### src/design/fba_pkg.sv
// Shared types, codes and field widths for the frame bitmap allocator.
`timescale 1ns / 1ps

package fba_pkg;

   // Fixed field widths
   localparam int ADDR_W  = 32;
   localparam int LIMIT_W = 13;
   localparam int GRANT_W = 12;

   // Action codes
   localparam logic [1:0] ACT_MARK  = 2'd0;
   localparam logic [1:0] ACT_FREE  = 2'd1;
   localparam logic [1:0] ACT_TEST  = 2'd2;
   localparam logic [1:0] ACT_ALLOC = 2'd3;

   // Status codes
   localparam logic [1:0] STAT_OK     = 2'd0;
   localparam logic [1:0] STAT_RANGE  = 2'd1;
   localparam logic [1:0] STAT_NOFREE = 2'd2;

   typedef struct packed {
      logic [1:0]        action;
      logic [ADDR_W-1:0] frame_address;
   } req_type;

   typedef struct packed {
      logic               in_use;
      logic [GRANT_W-1:0] frame_number;
      logic [1:0]         status;
   } rsp_type;

   typedef enum logic [2:0] {
      ST_CLEAR,
      ST_IDLE,
      ST_DECODE,
      ST_SCAN_RD,
      ST_SCAN_CHK,
      ST_OFFSET,
      ST_ACCESS,
      ST_RESPOND
   } state_type;

   // Controller to datapath commands
   typedef struct packed {
      logic capture;
      logic decode;
      logic clear_wr;
      logic scan_step;
      logic rd_item;
      logic alloc_wr;
      logic take_offset;
      logic access;
      logic set_range;
      logic set_nofree;
      logic rsp_load;
   } cmd_type;

   // Datapath to controller status
   typedef struct packed {
      logic [1:0] action;
      logic       out_of_range;
      logic       scan_done;
      logic       word_full;
      logic       clear_last;
   } stat_type;

endpackage

### src/design/fba_ctrl.sv
// Controller: sequences clearing, decode, allocate scan, bit access and response.
`timescale 1ns / 1ps

module fba_ctrl (
   input  logic               clock,
   input  logic               reset,
   input  logic               req_valid,
   output logic               req_ready,
   output logic               rsp_valid,
   input  logic               rsp_ready,
   input  fba_pkg::stat_type  stat,
   output fba_pkg::cmd_type   cmd
);
   import fba_pkg::*;

   state_type state_ff;
   state_type state_in;
   logic      rsp_valid_ff;
   logic      rsp_valid_in;

   // State and response valid registers
   always_ff @(posedge clock) begin
      if (reset) begin
         state_ff     <= ST_CLEAR;
         rsp_valid_ff <= 1'b0;
      end else begin
         state_ff     <= state_in;
         rsp_valid_ff <= rsp_valid_in;
      end
   end

   // Next state and commands
   always_comb begin
      state_in     = state_ff;
      cmd          = '0;
      req_ready    = 1'b0;
      rsp_valid_in = rsp_valid_ff && !rsp_ready;
      unique case (state_ff)
         ST_CLEAR: begin
            cmd.clear_wr = 1'b1;
            if (stat.clear_last) begin
               state_in = ST_IDLE;
            end
         end
         ST_IDLE: begin
            req_ready = 1'b1;
            if (req_valid) begin
               cmd.capture = 1'b1;
               state_in    = ST_DECODE;
            end
         end
         ST_DECODE: begin
            cmd.decode = 1'b1;
            if (stat.action == ACT_ALLOC) begin
               state_in = ST_SCAN_RD;
            end else if (stat.out_of_range) begin
               cmd.set_range = 1'b1;
               state_in      = ST_RESPOND;
            end else begin
               state_in = ST_OFFSET;
            end
         end
         ST_SCAN_RD: begin
            if (stat.scan_done) begin
               cmd.set_nofree = 1'b1;
               state_in       = ST_RESPOND;
            end else begin
               state_in = ST_SCAN_CHK;
            end
         end
         ST_SCAN_CHK: begin
            if (!stat.word_full) begin
               cmd.alloc_wr = 1'b1;
               state_in     = ST_RESPOND;
            end else begin
               cmd.scan_step = 1'b1;
               state_in      = ST_SCAN_RD;
            end
         end
         ST_OFFSET: begin
            cmd.take_offset = 1'b1;
            cmd.rd_item     = 1'b1;
            state_in        = ST_ACCESS;
         end
         ST_ACCESS: begin
            cmd.access  = 1'b1;
            cmd.rd_item = 1'b1;
            state_in    = ST_RESPOND;
         end
         ST_RESPOND: begin
            // Hold until the output register is free
            if (!rsp_valid_ff || rsp_ready) begin
               cmd.rsp_load = 1'b1;
               rsp_valid_in = 1'b1;
               state_in     = ST_IDLE;
            end
         end
         default: begin
            state_in = ST_IDLE;
         end
      endcase
   end

   assign rsp_valid = rsp_valid_ff;

endmodule

### config.mk
export PLATFORM = sky130hd
export DESIGN_NAME = fba_ctrl
export DESIGN_NICKNAME = d
export VERILOG_FILES = /design/src/design/fba_pkg.sv /design/src/design/fba_ctrl.sv
export SDC_FILE = /design/constraint.sdc
export NUM_CORES = 1
export LEC_CHECK = 0
export ABC_AREA = 1
export BUFFER_PORTS_ARGS = -buffer_cell sky130_fd_sc_hd__buf_2
export CORE_AREA = 2 2 39 41
export DETAILED_ROUTE_END_ITERATION = 16
export DIE_AREA = 0 0 41 43
export SYNTH_ARGS = -nofsm -noshare
export SYNTH_HDL_FRONTEND = slang
export SYNTH_SLANG_ARGS = --single-unit
export TNS_END_PERCENT = 30
### constraint.sdc
create_clock -name clock -period 1 [get_ports clock]
set_input_delay 0.2 -clock clock [delete_from_list [all_inputs] [get_ports clock]]
set_output_delay 0.2 -clock clock [all_outputs]
set_load 0.05 [all_outputs]
Word level (Yosys, flattened, before mapping)
Index checks and enable logic that the tools add are counted.
- eq/ne operators: 11
- muxes and demuxes: 29
- reductions and logical operators: 7
- operators with widths (operator ; count):
    one-hot mux 3 bit (8 select lines) ; 1
    2-to-1 mux 1 bit ; 21
    2-to-1 mux 3 bit ; 5
    == test 3 bit, second input constant ; 4
    == test 3 x 2 -> 1 bit, second input constant ; 2
    != test 2 bit, second input constant ; 3
    2-to-1 mux 2 bit ; 2
    == test 3 x 1 -> 1 bit, second input constant ; 1
    logical NOT 3 bit ; 1
    AND reduction 3 bit ; 1
    == test 2 bit, second input constant ; 1
    logical NOT 1 bit ; 2
    OR reduction 2 bit ; 1
    logical AND 1 bit ; 1
    logical OR 1 bit ; 1
- flip-flop bits (word level): 4
- output and inout port bits: 13

Logic depth before layout (Yosys ltp)
- depth after elaboration: 4
- gate-level depth with buffers: 7
- depth with buffers taken out: 7

Least setup slack after synthesis
No wires, ideal clock.
- kind: register to output
- start point: register rsp_valid_ff, in the netlist rsp_valid
- end point: output port cmd[0] (netlist bit)
- arrival time: 1.289 ns
- data required time: 0.800 ns
- slack: -0.489 ns
- stages on the path, launching flop included: 4
- path buffers: 0
- cell sequence: dfxtp_1 > inv_1 > nor2_1 > nor2_1
- RTL lines (what ; RTL line ; source):
    start, declared ; fba_ctrl.sv:18 ; logic rsp_valid_ff;
    start signal, assigned ; fba_ctrl.sv:28 ; rsp_valid_ff <= rsp_valid_in;
    end, declared ; fba_ctrl.sv:12 ; output fba_pkg::cmd_type cmd

==> metrics <==
outcome=complete, but fails checks; failing checks=setup timing; TritonCTS clock tree=built; Async SR Flop Fraction=0%; hold depth=2; Setup WS post-layout=-0.3184 ns; startpoint types=flop; Die Width=between 40 and 50 um; Worst-Skew Late Latency=0.25 ns; Initial Utilization=24.68%; initial antenna violation count=0; CP Class=flop to output port; Reg2Reg Capture Point=state_ff[1]; Net Sw Frac=roughly half; first-pass GRT wire length=1994 um; I/O pin total=23; DP HPWL=846 um; largest net degree at the start of global routing=10; DP Area=approximately 660 um^2; DRT iter0 DRCs=7; post-cts hold buffer count=0; Crit path max-delay family=flip-flops; P_leak=0.3968 nW; htree depth=1; All-Layer GR Usage=approximately 17%; Hold Slack=between 0.1 and 0.15 ns; clock skew=0.01232 ns; HP Class=input pin to flop; worst-path fanout max=7; worst-path cell chain=buf_6 > nand3_4 > nor2_4 > buf_6; FMAX=758.5 MHz; P_int=0.7366 mW; sequential area share after synthesis=23.44%; GPL Wtd Cong=0.7081; fin util=61.84%; Area growth syn-to-layout=150.5%; drt drc=0; ys flop type=dfxtp_1; crit end category=output port; die area=1763 um^2; total grt overflow=0; Core Footprint=about 1400 um^2; Gate power share=between 60% and 70%; VDD IR max=0.7552 mV; WP data required=0.80 ns; Mapped Avg Cell Area=5.693 um^2; Sequential Power Share=20.3%; Net Switching=0.7779 mW; Seq cells post-synth=4; Avg Vias per Cell=4.443; Clock Sinks=4; Die Y=43 um; Post-synth EDFFs=0; number of distinct library cells after synthesis=14; # rows=14; clk buf depth=2; clock share of power=15.4%; Synth area leader=dfxtp_1; critical path data arrival time=1.12 ns; share of layout cells above drive strength 1=67.68%; P per Cell Area=1770 nW/um^2; Final period util=131.8%; Port-buffer cells=22; Syn Inst Count=60; Critical-path top delay cell=dfxtp_4; Final #Nets=110; synth top area cells=dfxtp_1, inv_1, nand2_1, nor2_1, nand3_1; Reg2Reg Setup Slack=-0.15 ns; crit-path max cell delay=0.43 ns; worst r2r path cells=8; RSZ-0062 raised after global routing=yes; 1st-pass router iterations=4; Synth Net Count=70; via count=between 500 and 600; area of the mapped netlist=341.6 um^2; post-route ant nets=0; fin crit period=around 1.3 ns; crit path buf inv count=2; Slew headroom=between 80 and 90%; Reg-to-Reg Start=state_ff[0]; number of buffers created by CTS=3; Reg clk slew, reported paths=0.05 ns; most common library cells after synthesis=inv_1, nand2_1, nor2_1; Final Setup Violations=16; via count of the first global-routing pass=479; Synth Warn #=0; clock root buffer master=clkbuf_4; Critical Path Most Common Cell=buf_6; ant diodes=0; worst slew pin tran=0.2384 ns; Hold Path End=state_ff[0]; final hold violation count=0; Synth top area share=23.44%; Worst Min Path Start=reset; WL/cell=~11 um; Max-Cap Viols=0; Final Max Tran Viols=0; Total Wirelength=1215 um; final instance area=855.8 um^2
-- cell type report --
class / instances / area (um^2)
timing repair buffer: 35 / 311.5
inverter: 15 / 85.08
tap: 16 / 20.02
clock buffer: 4 / 26.28
sequential: 4 / 95.09
multi-input combinational: 41 / 317.8
fill: 122 / 528.0
-- how the worst max path moves through the flow --
| stage | start | endpoint | slack, ns | cells past startpoint |
|---|---|---|---|---|
| final | state_ff[0] | cmd[0] | -0.32 | 4 |
| after global routing | state_ff[0] | cmd[0] | -0.36 | 4 |
| after CTS | state_ff[0] | cmd[9] | -0.31 | 4 |
| after detailed placement | state_ff[0] | cmd[6] | -0.19 | 4 |
| after global placement | state_ff[0] | cmd[6] | -0.17 | 4 |
| after floorplan | state_ff[1] | state_ff[2] | -0.13 | 5 |
-- through the flow --
stage / instances / power, mW / setup WS, ns / TNS [ns]
after global routing: 115 / 1.605 / -0.3571 / -4.587
final: 115 / 1.514 / -0.3184 / -3.779
after detailed placement: 109 / 1.062 / -0.1930 / -2.205
after CTS: 114 / 1.485 / -0.3087 / -3.833
after floorplan: 60 / 0.8568 / -0.1329 / -0.8590
after global placement: 109 / 1.060 / -0.1730 / -2.044
-- power groups by stage --
stage | registers [mW] | clock network [mW] | logic (mW)
after global placement | 0.272 | 0 | 0.788
after CTS | 0.301 | 0.235 | 0.949
after floorplan | 0.267 | 0 | 0.590
after global routing | 0.315 | 0.250 | 1.04
after detailed placement | 0.272 | 0 | 0.789
final | 0.307 | 0.233 | 0.974
-- metal layers --
| layer | wire length, um | part of all wire (%) | GRT usage (%) | vias to the layer above |
|---|---|---|---|---|
| met5 | 0 | 0 | 0 | - |
| li1 | - | - | - | 270 |
| met3 | 44 | 3.6 | 3.141 | 2 |
| met4 | 6 | 0.49 | 8.000 | 0 |
| met1 | 516 | 42 | 20.97 | 227 |
| met2 | 648 | 53 | 25.94 | 12 |
-- flip-flops by register name, indices dropped and copies added (netlist names) --
name       flops
rsp_valid      1
state_ff       3
-- layout by cell type (no fill, tap or decap), types with 2 or more instances in the layout --
| cell type | instances |
|---|---|
| buf_4 | 10 |
| nor2_2 | 2 |
| dfxtp_4 | 4 |
| a21oi_1 | 3 |
| buf_6 | 13 |
| nand3_1 | 2 |
| inv_2 | 2 |
| nand4_1 | 3 |
| nor2_1 | 4 |
| buf_8 | 3 |
| clkinvlp_4 | 3 |
| nand2_1 | 10 |
| nand3_4 | 4 |
| inv_6 | 2 |
| clkbuf_4 | 3 |
| buf_2 | 9 |
| inv_1 | 7 |
| nor2_4 | 5 |
-- logic make-up after synthesis --
family	share of synthesized area [%]
compound gates	15.39
buf+inv	16.48
flops	23.44
simple gates	44.69
-- repair_timing --
action / 4_1_cts / 5_1_grt
setup buffers: 1 / 1
pin swaps: 5 / 2
resized for setup: 42 / 4
endpoints found under the setup margin: 17 / 16
Note: power is estimated with default switching activity, not from simulation.
